**config.mk**
```make
export PLATFORM = sky130hd
export DESIGN_NAME = generational_arena_slot_allocator_flat
export DESIGN_NICKNAME = d
export VERILOG_FILES = /design/src/rtl/gasa_pkg.sv /design/src/rtl/gasa_req_if.sv /design/src/rtl/gasa_rsp_if.sv /design/src/rtl/generational_arena_slot_allocator.sv /design/src/rtl/gasa_mod_unit.sv /design/src/rtl/gasa_slot_ram.sv /design/src/flat_wrapper.sv
export SDC_FILE = /design/constraint.sdc
export NUM_CORES = 2
export LEC_CHECK = 0
export ABC_CLOCK_PERIOD_IN_PS = 12000
export BUFFER_PORTS_ARGS = -buffer_cell sky130_fd_sc_hd__buf_4
export CORE_AREA = 4 4 388 390
export DETAILED_ROUTE_END_ITERATION = 16
export DIE_AREA = 0 0 392 394
export GPL_TIMING_DRIVEN = 0
export PLACE_DENSITY = 0.76
export RECOVER_POWER = 25
export SYNTH_ARGS = -nofsm -noshare
export SYNTH_HDL_FRONTEND = slang
export SYNTH_SLANG_ARGS = --single-unit
```
**constraint.sdc**
```tcl
create_clock -name i_clk -period 12 [get_ports i_clk]
set_input_delay 1.2 -clock i_clk [delete_from_list [all_inputs] [get_ports i_clk]]
set_output_delay 1.2 -clock i_clk [all_outputs]
set_load 0.02 [all_outputs]
```
**src/rtl/gasa_pkg.sv**
```systemverilog
`timescale 1ns / 1ps
`default_nettype none
// ============================================================================
// gasa_pkg
// Shared types and constants for the generational arena slot allocator.
// ============================================================================
package gasa_pkg;

    localparam int RING_LEN_DEF    = 32;
    localparam int ARENA_BYTES_DEF = 1048576;

    localparam int HANDLE_W = 32;
    localparam int BYTES_W  = 32;
    localparam int OFFSET_W = 25;
    localparam int STATUS_W = 3;
    localparam int ACTION_W = 2;

    // allocation granule minus one
    localparam logic [BYTES_W-1:0] SIZE_ROUND = 32'd15;

    typedef enum logic [ACTION_W-1:0] {
        ACT_ACQUIRE = 2'd0,
        ACT_RELEASE = 2'd1,
        ACT_EXISTS  = 2'd2,
        ACT_ALLOC   = 2'd3
    } t_action;

    typedef enum logic [STATUS_W-1:0] {
        ST_OK       = 3'd0,
        ST_NO_SLOT  = 3'd1,
        ST_NOT_LIVE = 3'd2,
        ST_BAD_SIZE = 3'd3,
        ST_FULL     = 3'd4
    } t_status;

endpackage : gasa_pkg
`default_nettype wire

```
**src/rtl/gasa_req_if.sv**
```systemverilog
`timescale 1ns / 1ps
`default_nettype none
// ============================================================================
// gasa_req_if
// Request channel: action, handle and byte count with valid/ready.
// ============================================================================
interface gasa_req_if;
    import gasa_pkg::*;

    logic                valid;
    logic                ready;
    logic [ACTION_W-1:0] action;
    logic [HANDLE_W-1:0] handle_in;
    logic [BYTES_W-1:0]  request_bytes;

    modport source (output valid, action, handle_in, request_bytes, input ready);
    modport sink   (input valid, action, handle_in, request_bytes, output ready);
endinterface : gasa_req_if
`default_nettype wire

```
**src/rtl/gasa_rsp_if.sv**
```systemverilog
`timescale 1ns / 1ps
`default_nettype none
// ============================================================================
// gasa_rsp_if
// Response channel: status, acquired handle and allocation offset.
// ============================================================================
interface gasa_rsp_if;
    import gasa_pkg::*;

    logic                valid;
    logic                ready;
    logic [STATUS_W-1:0] status;
    logic [HANDLE_W-1:0] handle_out;
    logic [OFFSET_W-1:0] offset;

    modport source (output valid, status, handle_out, offset, input ready);
    modport sink   (input valid, status, handle_out, offset, output ready);
endinterface : gasa_rsp_if
`default_nettype wire

```
**src/rtl/generational_arena_slot_allocator.sv**
```systemverilog
`timescale 1ns / 1ps
`default_nettype none
// ============================================================================
// generational_arena_slot_allocator
// Ring of arena slots with generation-checked handles and a bump allocator.
// ============================================================================
// Usage:
//   i_req carries one command per transaction: acquire, release, exists or
//   allocate. o_rsp returns exactly one result per command (status, handle,
//   offset). One command is in flight at a time; i_req.ready is high only
//   while the block is idle.
//   Acquire walks the slot table from the sequence counter, one slot read
//   per cycle. Release, exists and allocate first reduce the handle modulo
//   RING_LEN one byte per cycle, then read and update the slot; a
//   successful allocate adds a step (S_OFS) for the offset multiply.
//   After the result is taken the block returns to idle, and only then
//   accepts the next command.
//   Reset (synchronous, active low) sets the sequence counter to RING_LEN and
//   marks every slot untouched, so it reads as generation RING_LEN + index
//   with an empty head; no clearing pass is needed.
//   A stalled o_rsp holds its result; the block takes no new command until
//   the result transaction completes.
// ============================================================================
module generational_arena_slot_allocator #(
    parameter int RING_LEN    = gasa_pkg::RING_LEN_DEF,
    parameter int ARENA_BYTES = gasa_pkg::ARENA_BYTES_DEF
) (
    input  wire logic   i_clk,
    input  wire logic   i_rst_n,
    gasa_req_if.sink    i_req,
    gasa_rsp_if.source  o_rsp
);
    import gasa_pkg::*;

    localparam int SLOT_W     = $clog2(RING_LEN);
    localparam int HEAD_W     = $clog2(ARENA_BYTES + 1);
    localparam int CNT_W      = $clog2(RING_LEN + 1);
    localparam int PROD_W     = SLOT_W + HEAD_W;
    localparam int OFF_CALC_W = (PROD_W > OFFSET_W) ? PROD_W : OFFSET_W;

    typedef enum logic [6:0] {
        S_IDLE = 7'b0000001,
        S_MOD  = 7'b0000010,
        S_RD   = 7'b0000100,
        S_CHK  = 7'b0001000,
        S_OFS  = 7'b0010000,
        S_SCAN = 7'b0100000,
        S_DONE = 7'b1000000
    } t_state;

    t_state              r_state, n_state;
    t_action             r_action, n_action;
    logic [HANDLE_W-1:0] r_handle, n_handle;
    logic [BYTES_W-1:0]  r_size, n_size;
    logic                r_bad, n_bad;
    logic [SLOT_W-1:0]   r_slot, n_slot;
    logic [HEAD_W-1:0]   r_head_old, n_head_old;
    logic [HANDLE_W-1:0] r_next_seq, n_next_seq;
    logic [SLOT_W-1:0]   r_next_slot, n_next_slot;
    logic [HANDLE_W-1:0] r_scan_seq, n_scan_seq;
    logic [SLOT_W-1:0]   r_scan_slot, n_scan_slot;
    logic [CNT_W-1:0]    r_iss_cnt, n_iss_cnt;
    logic                r_cmp_vld, n_cmp_vld;
    logic [HANDLE_W-1:0] r_cmp_seq, n_cmp_seq;
    logic [SLOT_W-1:0]   r_cmp_slot, n_cmp_slot;
    logic                r_cmp_last, n_cmp_last;
    t_status             r_status, n_status;
    logic [HANDLE_W-1:0] r_hout, n_hout;
    logic [OFFSET_W-1:0] r_off, n_off;

    logic                w_mod_start;
    logic                w_mod_done;
    logic [SLOT_W-1:0]   w_mod_rem;
    logic                w_we;
    logic [SLOT_W-1:0]   w_waddr;
    logic [HANDLE_W-1:0] w_wgen;
    logic [HEAD_W-1:0]   w_whead;
    logic [SLOT_W-1:0]   w_raddr;
    logic [HANDLE_W-1:0] w_rgen;
    logic [HEAD_W-1:0]   w_rhead;
    logic                w_live;
    logic                w_issue;
    logic [HEAD_W:0]     w_sum;
    logic [OFF_CALC_W-1:0] w_off_full;

    // slot index of seq + 1, given slot == seq mod RING_LEN (32-bit wrap aware)
    function automatic logic [SLOT_W-1:0] f_slot_inc(input logic [SLOT_W-1:0] slot,
                                                      input logic [HANDLE_W-1:0] seq);
        logic [SLOT_W-1:0] res;
        if (seq == '1 || slot == SLOT_W'(RING_LEN - 1)) begin
            res = '0;
        end else begin
            res = slot + 1'b1;
        end
        return res;
    endfunction

    gasa_mod_unit #(
        .RING_LEN (RING_LEN),
        .SLOT_W   (SLOT_W)
    ) u_mod (
        .i_clk      (i_clk),
        .i_rst_n    (i_rst_n),
        .i_start    (w_mod_start),
        .i_dividend (i_req.handle_in),
        .o_done     (w_mod_done),
        .o_rem      (w_mod_rem)
    );

    gasa_slot_ram #(
        .RING_LEN (RING_LEN),
        .SLOT_W   (SLOT_W),
        .HEAD_W   (HEAD_W)
    ) u_ram (
        .i_clk   (i_clk),
        .i_rst_n (i_rst_n),
        .i_we    (w_we),
        .i_waddr (w_waddr),
        .i_wgen  (w_wgen),
        .i_whead (w_whead),
        .i_raddr (w_raddr),
        .o_rgen  (w_rgen),
        .o_rhead (w_rhead)
    );

    assign w_raddr    = (r_state == S_SCAN) ? r_scan_slot : r_slot;
    assign w_live     = (w_rgen == r_handle + HANDLE_W'(1));
    assign w_sum      = {1'b0, w_rhead} + (HEAD_W + 1)'(r_size[HEAD_W-1:0]);
    assign w_issue    = (r_iss_cnt != CNT_W'(RING_LEN));
    assign w_off_full = OFF_CALC_W'(r_slot) * OFF_CALC_W'(ARENA_BYTES)
                      + OFF_CALC_W'(r_head_old);

    always_comb begin
        n_state     = r_state;
        n_action    = r_action;
        n_handle    = r_handle;
        n_size      = r_size;
        n_bad       = r_bad;
        n_slot      = r_slot;
        n_head_old  = r_head_old;
        n_next_seq  = r_next_seq;
        n_next_slot = r_next_slot;
        n_scan_seq  = r_scan_seq;
        n_scan_slot = r_scan_slot;
        n_iss_cnt   = r_iss_cnt;
        n_cmp_vld   = r_cmp_vld;
        n_cmp_seq   = r_cmp_seq;
        n_cmp_slot  = r_cmp_slot;
        n_cmp_last  = r_cmp_last;
        n_status    = r_status;
        n_hout      = r_hout;
        n_off       = r_off;
        w_mod_start = 1'b0;
        w_we        = 1'b0;
        w_waddr     = r_slot;
        w_wgen      = w_rgen;
        w_whead     = w_rhead;

        unique case (r_state)
            S_IDLE: begin
                if (i_req.valid) begin
                    n_action = t_action'(i_req.action);
                    n_handle = i_req.handle_in;
                    n_size   = (i_req.request_bytes + SIZE_ROUND) & ~SIZE_ROUND;
                    n_hout   = '0;
                    n_off    = '0;
                    if (t_action'(i_req.action) == ACT_ACQUIRE) begin
                        n_scan_seq  = r_next_seq;
                        n_scan_slot = r_next_slot;
                        n_iss_cnt   = '0;
                        n_cmp_vld   = 1'b0;
                        n_state     = S_SCAN;
                    end else begin
                        w_mod_start = 1'b1;
                        n_state     = S_MOD;
                    end
                end
            end
            S_MOD: begin
                n_bad = (r_size == '0) || (r_size >= BYTES_W'(ARENA_BYTES));
                if (w_mod_done) begin
                    n_slot  = w_mod_rem;
                    n_state = S_RD;
                end
            end
            S_RD: begin
                n_state = S_CHK;
            end
            S_CHK: begin
                n_state  = S_DONE;
                n_status = ST_OK;
                unique case (r_action)
                    ACT_RELEASE: begin
                        if (w_live) begin
                            w_we   = 1'b1;
                            w_wgen = r_handle + HANDLE_W'(RING_LEN);
                        end else begin
                            n_status = ST_NOT_LIVE;
                        end
                    end
                    ACT_ALLOC: begin
                        if (!w_live) begin
                            n_status = ST_NOT_LIVE;
                        end else if (r_bad) begin
                            n_status = ST_BAD_SIZE;
                        end else if (w_sum > (HEAD_W + 1)'(ARENA_BYTES)) begin
                            n_status = ST_FULL;
                        end else begin
                            w_we       = 1'b1;
                            w_whead    = w_sum[HEAD_W-1:0];
                            n_head_old = w_rhead;
                            n_state    = S_OFS;
                        end
                    end
                    default: begin
                        // exists query; acquire never reaches this state
                        if (!w_live) begin
                            n_status = ST_NOT_LIVE;
                        end
                    end
                endcase
            end
            S_OFS: begin
                n_off   = w_off_full[OFFSET_W-1:0];
                n_state = S_DONE;
            end
            S_SCAN: begin
                // read pipeline: one slot issued per cycle, compared in the following cycle
                n_cmp_vld  = w_issue;
                n_cmp_seq  = r_scan_seq;
                n_cmp_slot = r_scan_slot;
                n_cmp_last = (r_iss_cnt == CNT_W'(RING_LEN - 1));
                if (w_issue) begin
                    n_scan_seq  = r_scan_seq + HANDLE_W'(1);
                    n_scan_slot = f_slot_inc(r_scan_slot, r_scan_seq);
                    n_iss_cnt   = r_iss_cnt + 1'b1;
                end
                if (r_cmp_vld) begin
                    if (w_rgen == r_cmp_seq) begin
                        w_we        = 1'b1;
                        w_waddr     = r_cmp_slot;
                        w_wgen      = r_cmp_seq + HANDLE_W'(1);
                        w_whead     = '0;
                        n_next_seq  = r_next_seq + HANDLE_W'(1);
                        n_next_slot = f_slot_inc(r_next_slot, r_next_seq);
                        n_hout      = r_cmp_seq;
                        n_status    = ST_OK;
                        n_cmp_vld   = 1'b0;
                        n_state     = S_DONE;
                    end else if (r_cmp_last) begin
                        n_status  = ST_NO_SLOT;
                        n_cmp_vld = 1'b0;
                        n_state   = S_DONE;
                    end
                end
            end
            S_DONE: begin
                if (o_rsp.ready) begin
                    n_state = S_IDLE;
                end
            end
            default: begin
                n_state = S_IDLE;
            end
        endcase
    end

    always_ff @(posedge i_clk) begin
        if (!i_rst_n) begin
            r_state     <= S_IDLE;
            r_next_seq  <= HANDLE_W'(RING_LEN);
            r_next_slot <= '0;
            r_cmp_vld   <= 1'b0;
            r_iss_cnt   <= '0;
        end else begin
            r_state     <= n_state;
            r_next_seq  <= n_next_seq;
            r_next_slot <= n_next_slot;
            r_cmp_vld   <= n_cmp_vld;
            r_iss_cnt   <= n_iss_cnt;
        end
        r_action    <= n_action;
        r_handle    <= n_handle;
        r_size      <= n_size;
        r_bad       <= n_bad;
        r_slot      <= n_slot;
        r_head_old  <= n_head_old;
        r_scan_seq  <= n_scan_seq;
        r_scan_slot <= n_scan_slot;
        r_cmp_seq   <= n_cmp_seq;
        r_cmp_slot  <= n_cmp_slot;
        r_cmp_last  <= n_cmp_last;
        r_status    <= n_status;
        r_hout      <= n_hout;
        r_off       <= n_off;
    end

    assign i_req.ready      = (r_state == S_IDLE);
    assign o_rsp.valid      = (r_state == S_DONE);
    assign o_rsp.status     = r_status;
    assign o_rsp.handle_out = r_hout;
    assign o_rsp.offset     = r_off;

    // a pending result and a new command never overlap
    a_no_overlap: assert property (@(posedge i_clk) disable iff (!i_rst_n)
        o_rsp.valid |-> !i_req.ready)
        else $error("request accepted while a result is pending");

    // handle and offset only accompany a successful result
    a_zero_on_fail: assert property (@(posedge i_clk) disable iff (!i_rst_n)
        (o_rsp.valid && o_rsp.status != ST_OK) |-> (o_rsp.handle_out == '0 && o_rsp.offset == '0))
        else $error("nonzero payload on failed result");

    // the acquire scan never issues more reads than there are slots
    a_scan_bound: assert property (@(posedge i_clk) disable iff (!i_rst_n)
        r_iss_cnt <= CNT_W'(RING_LEN))
        else $error("slot scan overran the ring");

    // the sequence counter only moves by one, on a successful acquire
    a_seq_step: assert property (@(posedge i_clk) disable iff (!i_rst_n)
        (r_next_seq != $past(r_next_seq)) |->
            (o_rsp.valid && o_rsp.status == ST_OK
             && r_next_seq == $past(r_next_seq) + HANDLE_W'(1)))
        else $error("sequence counter moved without an acquire");
endmodule : generational_arena_slot_allocator
`default_nettype wire

```
**src/rtl/gasa_mod_unit.sv**
```systemverilog
`timescale 1ns / 1ps
`default_nettype none
// ============================================================================
// gasa_mod_unit
// Remainder of a 32-bit handle by the ring length, one byte per cycle:
// constant tables reduce the shifted remainder and the byte, then one
// compare/subtract folds the sum.
// ============================================================================
module gasa_mod_unit #(
    parameter int RING_LEN = gasa_pkg::RING_LEN_DEF,
    parameter int SLOT_W   = $clog2(RING_LEN)
) (
    input  wire logic                          i_clk,
    input  wire logic                          i_rst_n,
    input  wire logic                          i_start,
    input  wire logic [gasa_pkg::HANDLE_W-1:0] i_dividend,
    output logic                               o_done,
    output logic [SLOT_W-1:0]                  o_rem
);
    import gasa_pkg::*;

    localparam int DIGIT_W = 8;
    localparam int DIGIT_N = 2 ** DIGIT_W;
    localparam int NSTEP   = HANDLE_W / DIGIT_W;
    localparam int CNT_W   = $clog2(NSTEP + 1);
    localparam int TAB_N   = 2 ** SLOT_W;
    localparam logic [SLOT_W:0] DIVISOR = (SLOT_W + 1)'(RING_LEN);

    logic [HANDLE_W-1:0] r_dvd, n_dvd;
    logic [SLOT_W-1:0]   r_rem, n_rem;
    logic [CNT_W-1:0]    r_cnt, n_cnt;
    logic                r_done, n_done;
    logic [SLOT_W:0]     w_step_sum;

    // byte mod RING_LEN, and (remainder * 256) mod RING_LEN
    logic [SLOT_W-1:0]   w_byte_rem  [DIGIT_N];
    logic [SLOT_W-1:0]   w_shift_rem [TAB_N];

    genvar gb;
    genvar gs;
    for (gb = 0; gb < DIGIT_N; gb++) begin : g_byte_rem
        assign w_byte_rem[gb] = SLOT_W'(gb % RING_LEN);
    end
    for (gs = 0; gs < TAB_N; gs++) begin : g_shift_rem
        assign w_shift_rem[gs] = SLOT_W'((gs * DIGIT_N) % RING_LEN);
    end

    // both terms are below RING_LEN, so one subtract brings the sum in range
    assign w_step_sum = {1'b0, w_shift_rem[r_rem]}
                      + {1'b0, w_byte_rem[r_dvd[HANDLE_W-1 -: DIGIT_W]]};

    always_comb begin
        n_dvd  = r_dvd;
        n_rem  = r_rem;
        n_cnt  = r_cnt;
        n_done = 1'b0;
        if (i_start) begin
            n_dvd = i_dividend;
            n_rem = '0;
            n_cnt = CNT_W'(NSTEP);
        end else if (r_cnt != '0) begin
            n_rem  = (w_step_sum >= DIVISOR) ? SLOT_W'(w_step_sum - DIVISOR)
                                             : w_step_sum[SLOT_W-1:0];
            n_dvd  = {r_dvd[HANDLE_W-DIGIT_W-1:0], {DIGIT_W{1'b0}}};
            n_cnt  = r_cnt - 1'b1;
            n_done = (r_cnt == CNT_W'(1));
        end
    end

    always_ff @(posedge i_clk) begin
        if (!i_rst_n) begin
            r_cnt  <= '0;
            r_done <= 1'b0;
        end else begin
            r_cnt  <= n_cnt;
            r_done <= n_done;
        end
        r_dvd <= n_dvd;
        r_rem <= n_rem;
    end

    assign o_done = r_done;
    assign o_rem  = r_rem;
endmodule : gasa_mod_unit
`default_nettype wire

```
**src/rtl/gasa_slot_ram.sv**
```systemverilog
`timescale 1ns / 1ps
`default_nettype none
// ============================================================================
// gasa_slot_ram
// Slot table: generation and bump head per slot, one write and one
// registered read per cycle. Unwritten slots read as their reset value.
// ============================================================================
module gasa_slot_ram #(
    parameter int RING_LEN = gasa_pkg::RING_LEN_DEF,
    parameter int SLOT_W   = $clog2(RING_LEN),
    parameter int HEAD_W   = 21
) (
    input  wire logic                          i_clk,
    input  wire logic                          i_rst_n,
    input  wire logic                          i_we,
    input  wire logic [SLOT_W-1:0]             i_waddr,
    input  wire logic [gasa_pkg::HANDLE_W-1:0] i_wgen,
    input  wire logic [HEAD_W-1:0]             i_whead,
    input  wire logic [SLOT_W-1:0]             i_raddr,
    output logic [gasa_pkg::HANDLE_W-1:0]      o_rgen,
    output logic [HEAD_W-1:0]                  o_rhead
);
    import gasa_pkg::*;

    localparam int ENTRY_W = HANDLE_W + HEAD_W;

    logic [ENTRY_W-1:0]  r_mem [RING_LEN];
    logic [RING_LEN-1:0] r_vld;
    logic [ENTRY_W-1:0]  r_rd_data;
    logic                r_rd_vld;
    logic [SLOT_W-1:0]   r_rd_addr;

    always_ff @(posedge i_clk) begin
        if (i_we) begin
            r_mem[i_waddr] <= {i_wgen, i_whead};
        end
        r_rd_data <= r_mem[i_raddr];
        r_rd_addr <= i_raddr;
    end

    always_ff @(posedge i_clk) begin
        if (!i_rst_n) begin
            r_vld    <= '0;
            r_rd_vld <= 1'b0;
        end else begin
            if (i_we) begin
                r_vld[i_waddr] <= 1'b1;
            end
            r_rd_vld <= r_vld[i_raddr];
        end
    end

    // untouched slot: generation = ring length + index, head = 0
    assign o_rgen  = r_rd_vld ? r_rd_data[ENTRY_W-1:HEAD_W]
                              : HANDLE_W'(RING_LEN) + HANDLE_W'(r_rd_addr);
    assign o_rhead = r_rd_vld ? r_rd_data[HEAD_W-1:0] : '0;
endmodule : gasa_slot_ram
`default_nettype wire
```
**src/flat_wrapper.sv**
```systemverilog
// flat-port wrapper written by rule: the top's interface ports become plain ports
module generational_arena_slot_allocator_flat import gasa_pkg::*;
#(
    parameter int RING_LEN    = gasa_pkg::RING_LEN_DEF,
    parameter int ARENA_BYTES = gasa_pkg::ARENA_BYTES_DEF
)
  (i_clk, i_rst_n, i_req_valid, i_req_action, i_req_handle_in, i_req_request_bytes, i_req_ready, o_rsp_valid, o_rsp_status, o_rsp_handle_out, o_rsp_offset, o_rsp_ready);
  gasa_req_if i_req_i ();
  gasa_rsp_if o_rsp_i ();
  input  wire logic i_clk;
  input  wire logic i_rst_n;
  input wire logic [$bits(i_req_i.valid)-1:0] i_req_valid;
  input wire logic [$bits(i_req_i.action)-1:0] i_req_action;
  input wire logic [$bits(i_req_i.handle_in)-1:0] i_req_handle_in;
  input wire logic [$bits(i_req_i.request_bytes)-1:0] i_req_request_bytes;
  output wire logic [$bits(i_req_i.ready)-1:0] i_req_ready;
  output wire logic [$bits(o_rsp_i.valid)-1:0] o_rsp_valid;
  output wire logic [$bits(o_rsp_i.status)-1:0] o_rsp_status;
  output wire logic [$bits(o_rsp_i.handle_out)-1:0] o_rsp_handle_out;
  output wire logic [$bits(o_rsp_i.offset)-1:0] o_rsp_offset;
  input wire logic [$bits(o_rsp_i.ready)-1:0] o_rsp_ready;
  assign i_req_i.valid = i_req_valid;
  assign i_req_i.action = i_req_action;
  assign i_req_i.handle_in = i_req_handle_in;
  assign i_req_i.request_bytes = i_req_request_bytes;
  assign i_req_ready = i_req_i.ready;
  assign o_rsp_valid = o_rsp_i.valid;
  assign o_rsp_status = o_rsp_i.status;
  assign o_rsp_handle_out = o_rsp_i.handle_out;
  assign o_rsp_offset = o_rsp_i.offset;
  assign o_rsp_i.ready = o_rsp_ready;
  generational_arena_slot_allocator #(.RING_LEN(RING_LEN), .ARENA_BYTES(ARENA_BYTES)) u_core (.i_clk(i_clk), .i_rst_n(i_rst_n), .i_req(i_req_i), .o_rsp(o_rsp_i));
endmodule
```
==> out/results.tsv <==
stage	metric	value	unit
run_status	status	finished with violations	
run_status	violations	max-capacitance violations, max-slew violations	
floorplanning	die_y	394	um
setup_path	r2r_end	u_core.u_ram.r_mem[22][48]	
setup_path	cp_num_buf_inv	10	
floorplanning	dieArea	154000	um2
cells_and_area	area_growth	15.2	%
power_and_ir_drop	p_leak	35.5	nW
synth	postSynthAreaPerCell	12.2	um2
placement	dp.cells	9406	
setup_path	crit_path_cell_trace	clkbuf_1 -> clkbuf_1 -> buf_6 -> buf_6 -> clkbuf_1 -> clkbuf_1 -> clkbuf_1 -> and2_0 -> ha_1 -> a21o_1 -> a41oi_1 -> o21a_1 -> nand3_1 -> a311o_1 -> a21oi_1 -> xor2_1 -> nor3b_2 -> nor4_4 -> buf_6 -> nor3_4 -> buf_16 -> buf_8	
floorplanning	io_pins	132	
clock_network	clock_sinks	2091	
clock_network	cts_buffer_depth	3	
placement	hpwl	207	mm
synth	syn_nets	7293	
worst_hold_path	whs_endpoint	u_core.r_slot[0]	
floorplanning	coreArea	147000	um2
timing	fin_setup_tns	0	ns
cells_and_area	drive_gt1_frac	0.0882	
detailed_routing	drc_errors	0	
clock_network	tritoncts	built	
timing	tightest_slew	3.17	ns
grt	grt_overflow	0	
grt	grt_pass1_vias	61800	
synth	ys_seq_area_frac	0.699	
synth	synthArstFlopShare	0	
clock_network	clk_latency	0.88	ns
floorplanning	placement_rows	141	
power_and_ir_drop	power_density	151	nW/um2
clock_network	cts-resized-gates	0	
detailed_routing	drt_iter0_drc	9814	
clock_network	numCtsBuffers	203	
setup_path	critPathLaunch	u_core.u_ram.r_rd_vld	
detailed_routing	drt-pass1-iter-count	6	
worst_hold_path	hold_depth	0	
synth	synth.area.mux_share	0.00237	
synth	synthCells	7196	
timing	fin_skew	0.0647	ns
timing	rsz0062_at_grt	false	
setup_path	crit_top_cell	clkbuf_1	
synth	synth_compound_area_frac	0.0630	
timing	clock.fmax	0.101	GHz
worst_hold_path	worstHoldStart	u_core.u_mod.o_rem[0]	
run	cap_violations	24	
synth	synth_warnings	0	
setup_path	worstSetupPathType	reg2reg	
setup_path	critPathTopFamily	buffers and inverters	
timing	slew_headroom	-1.11	
synth	syn_area	87600	um2
setup_path	crit_arrival	10.44	ns
clock_network	root_buffer	clkbuf_16	
synth	synth-main-ff-cell	edfxtp_1	
detailed_routing	via_per_inst	6.62	
setup_path	startpoint_type	flip-flop	
setup_path	crit_slowest_cell	nor3_4	
timing	hold_slack	0.428	ns
cells_and_area	instances_no_fill	9815	
synth	synth_top_family_by_area	simple AND/OR/NAND/NOR gates	
detailed_routing	vias	65000	
timing	period_needed	9.92	ns
grt	antenna_found_initial	23	
setup_path	crit_path_max_incr_delay	0.90	ns
setup_path	cp-end-kind	flip-flop	
placement	port_buffers	130	
detailed_routing	ant_nets	0	
grt	grt_max_degree	35	
clock_network	ctsHoldBuffers	0	
synth	synthSimpleGateAreaFrac	0.183	
clock_network	clk_pin_slew_worst_paths	0.06	ns
setup_path	r2r-start	u_core.u_ram.r_rd_vld	
placement	routabilityCongestion	0.981	
detailed_routing	routed_wl	288	mm
timing	finalCritPeriodShare	0.827	
setup_path	r2r_setup_slack	2.08	ns
clock_network	cts_setup_buffers	0	
synth	yosysUniqueCellTypes	83	
timing	finalHoldViolCount	0	
cells_and_area	fin_nets	7779	
floorplanning	start_util	0.595	
setup_path	path_max_fanout	16	
grt	grt_pass1_wl	412	mm
synth	synth_xor_area_frac	0.0233	
detailed_routing	wire_per_inst	29.4	um
power_and_ir_drop	peakVddDrop	0.166	mV
setup_path	critPathRequiredTime	12.52	ns
synth	synth-edff-count	1940	
cells_and_area	utilization	0.686	
synth	ys_ff_latch	2091	
floorplanning	die_w	392	um
grt	grt_use_total	0.367	
worst_hold_path	hold_class	reg2reg	
timing	setup_violations	0	
synth	synth_fa_ha_area_frac	0.00397	
clock_network	htree_num_levels	4	
timing	drv_slew	528	
setup_path	rr_worst_depth	22	
## flip-flops by register name (all words and copies together) (netlist names), 6 cells and up
register	flops
u_core.o_rsp.handle_out	32
u_core.o_rsp.offset	25
u_core.r_cmp_seq	32
u_core.r_handle	32
u_core.r_head_old	21
u_core.r_iss_cnt	6
u_core.r_next_seq	32
u_core.r_scan_seq	32
u_core.r_size	28
u_core.r_state	7
u_core.u_mod.r_dvd	20
u_core.u_ram.r_mem	1696
u_core.u_ram.r_rd_data	53
u_core.u_ram.r_vld	32
## worst max-delay path by stage
stage                                            end  slack (ns)  cells past startpoint
after global routing      u_core.u_ram.r_mem[22][48]        1.98                     22
after floorplan            u_core.u_ram.r_mem[10][0]        5.44                     20
after global placement     u_core.u_ram.r_mem[23][3]        0.89                     20
after CTS                 u_core.u_ram.r_mem[22][48]        4.04                     22
final                     u_core.u_ram.r_mem[22][48]        2.08                     22
after detailed placement   u_core.u_ram.r_mem[10][4]        4.09                     22
## worst reg2reg max path, cell delays in order (launching register included)
cell	delay [ns]
dfxtp_1	0.34
clkbuf_1	0.71
clkbuf_1	0.88
buf_6	0.33
buf_6	0.25
clkbuf_1	0.79
clkbuf_1	0.48
clkbuf_1	0.73
and2_0	0.46
ha_1	0.37
a21o_1	0.21
a41oi_1	0.23
o21a_1	0.18
nand3_1	0.22
a311o_1	0.35
a21oi_1	0.18
xor2_1	0.24
nor3b_2	0.71
nor4_4	0.23
buf_6	0.25
nor3_4	0.90
buf_16	0.26
buf_8	0.25
## synth_stat cells (5+ instances only)
cell type,count,area (um2)
nand2_1,1998,7500
edfxtp_1,1940,58300
nand3_1,955,4780
clkbuf_1,340,1280
a311oi_1,272,2380
and3_1,154,963
dfxtp_1,151,3020
nor2_1,150,563
xor2_1,116,1020
xnor2_1,115,1010
buf_2,91,455
o21ai_0,88,440
and2_1,74,463
a31oi_1,68,425
a21o_1,60,450
a21oi_1,57,285
inv_1,46,173
nand4_1,42,263
o21a_1,37,278
nor3_2,34,340
ha_1,27,338
buf_1,25,93.8
nor3_1,25,125
o211ai_1,25,188
o221ai_1,23,201
nor4_1,19,119
or3_1,18,113
o22ai_1,17,106
mux2i_1,16,160
nand2b_1,16,100
a22oi_1,13,97.6
and4_1,13,114
o21ai_1,12,60.1
nand3b_1,11,82.6
nor2b_1,11,68.8
nor3b_1,10,75.1
a211oi_1,8,60.1
a22o_1,7,61.3
a31o_2,7,61.3
buf_6,7,78.8
nor4bb_1,7,70.1
or2_2,7,43.8
inv_2,6,22.5
a32oi_1,5,43.8
## cells by family (layout without fill, tap and decap cells)
kind of cell	count (synthesis)	in the layout
AND/OR/NAND/NOR	3569	3569
other	0	27
multiplexers	20	20
flip-flops	2091	2091
adder cells (fa/ha/maj)	28	28
buffers and inverters	521	1183
AO/OA/AOI/OAI	735	735
XOR/XNOR	232	232
## where the power goes
group          internal (mW)  switching, mW  leakage, nW
clock network           3.62           2.85         3.27
logic                  0.183          0.491         13.1
registers               8.04         0.0735         19.1
## routing by layer
layer / vias up / wire, um / global-route usage
met4: 6 / 19700 / 0.216
met5: - / 41 / 0
met1: 31900 / 101000 / 0.483
li1: 27400 / - / -
met3: 929 / 37500 / 0.0942
met2: 4817 / 130000 / 0.556
## per-stage QoR
step	area (um2)	worst slack [ns]	total power, mW
2_1_floorplan	87600	5.44	8.64
3_3_place_gp	91000	0.891	8.91
3_5_place_dp	94700	4.09	8.95
4_1_cts	101000	4.04	15.3
5_1_grt	101000	1.98	15.6
6_report	101000	2.08	15.3
## layout make-up
class	instances	area, um2
clock inverter	128	1390
timing repair buffer	281	3520
tap	1930	2410
antenna	27	67.6
fill	10100	46200
multi-input combinational	4584	24700
buffer	469	1930
sequential	2091	61300
inverter	52	195
clock buffer	253	5360
## cell usage in the layout, fill, tap and decap left out, drive strengths merged, types with 37 or more instances in the layout
cell type / Yosys / routed
clkbuf: 341 / 716
and3: 155 / 155
nand4: 42 / 42
xnor2: 115 / 115
a21oi: 57 / 57
a21o: 60 / 60
inv: 52 / 63
buf: 128 / 287
xor2: 116 / 116
o21a: 37 / 37
nor2: 151 / 151
dfxtp: 151 / 151
nor3: 60 / 60
and2: 74 / 74
o21ai: 100 / 100
clkinv: 0 / 89
nand2: 2000 / 2000
nand3: 957 / 957
a311oi: 272 / 272
a31oi: 72 / 72
edfxtp: 1940 / 1940
Power figures use the tool's default switching activity.
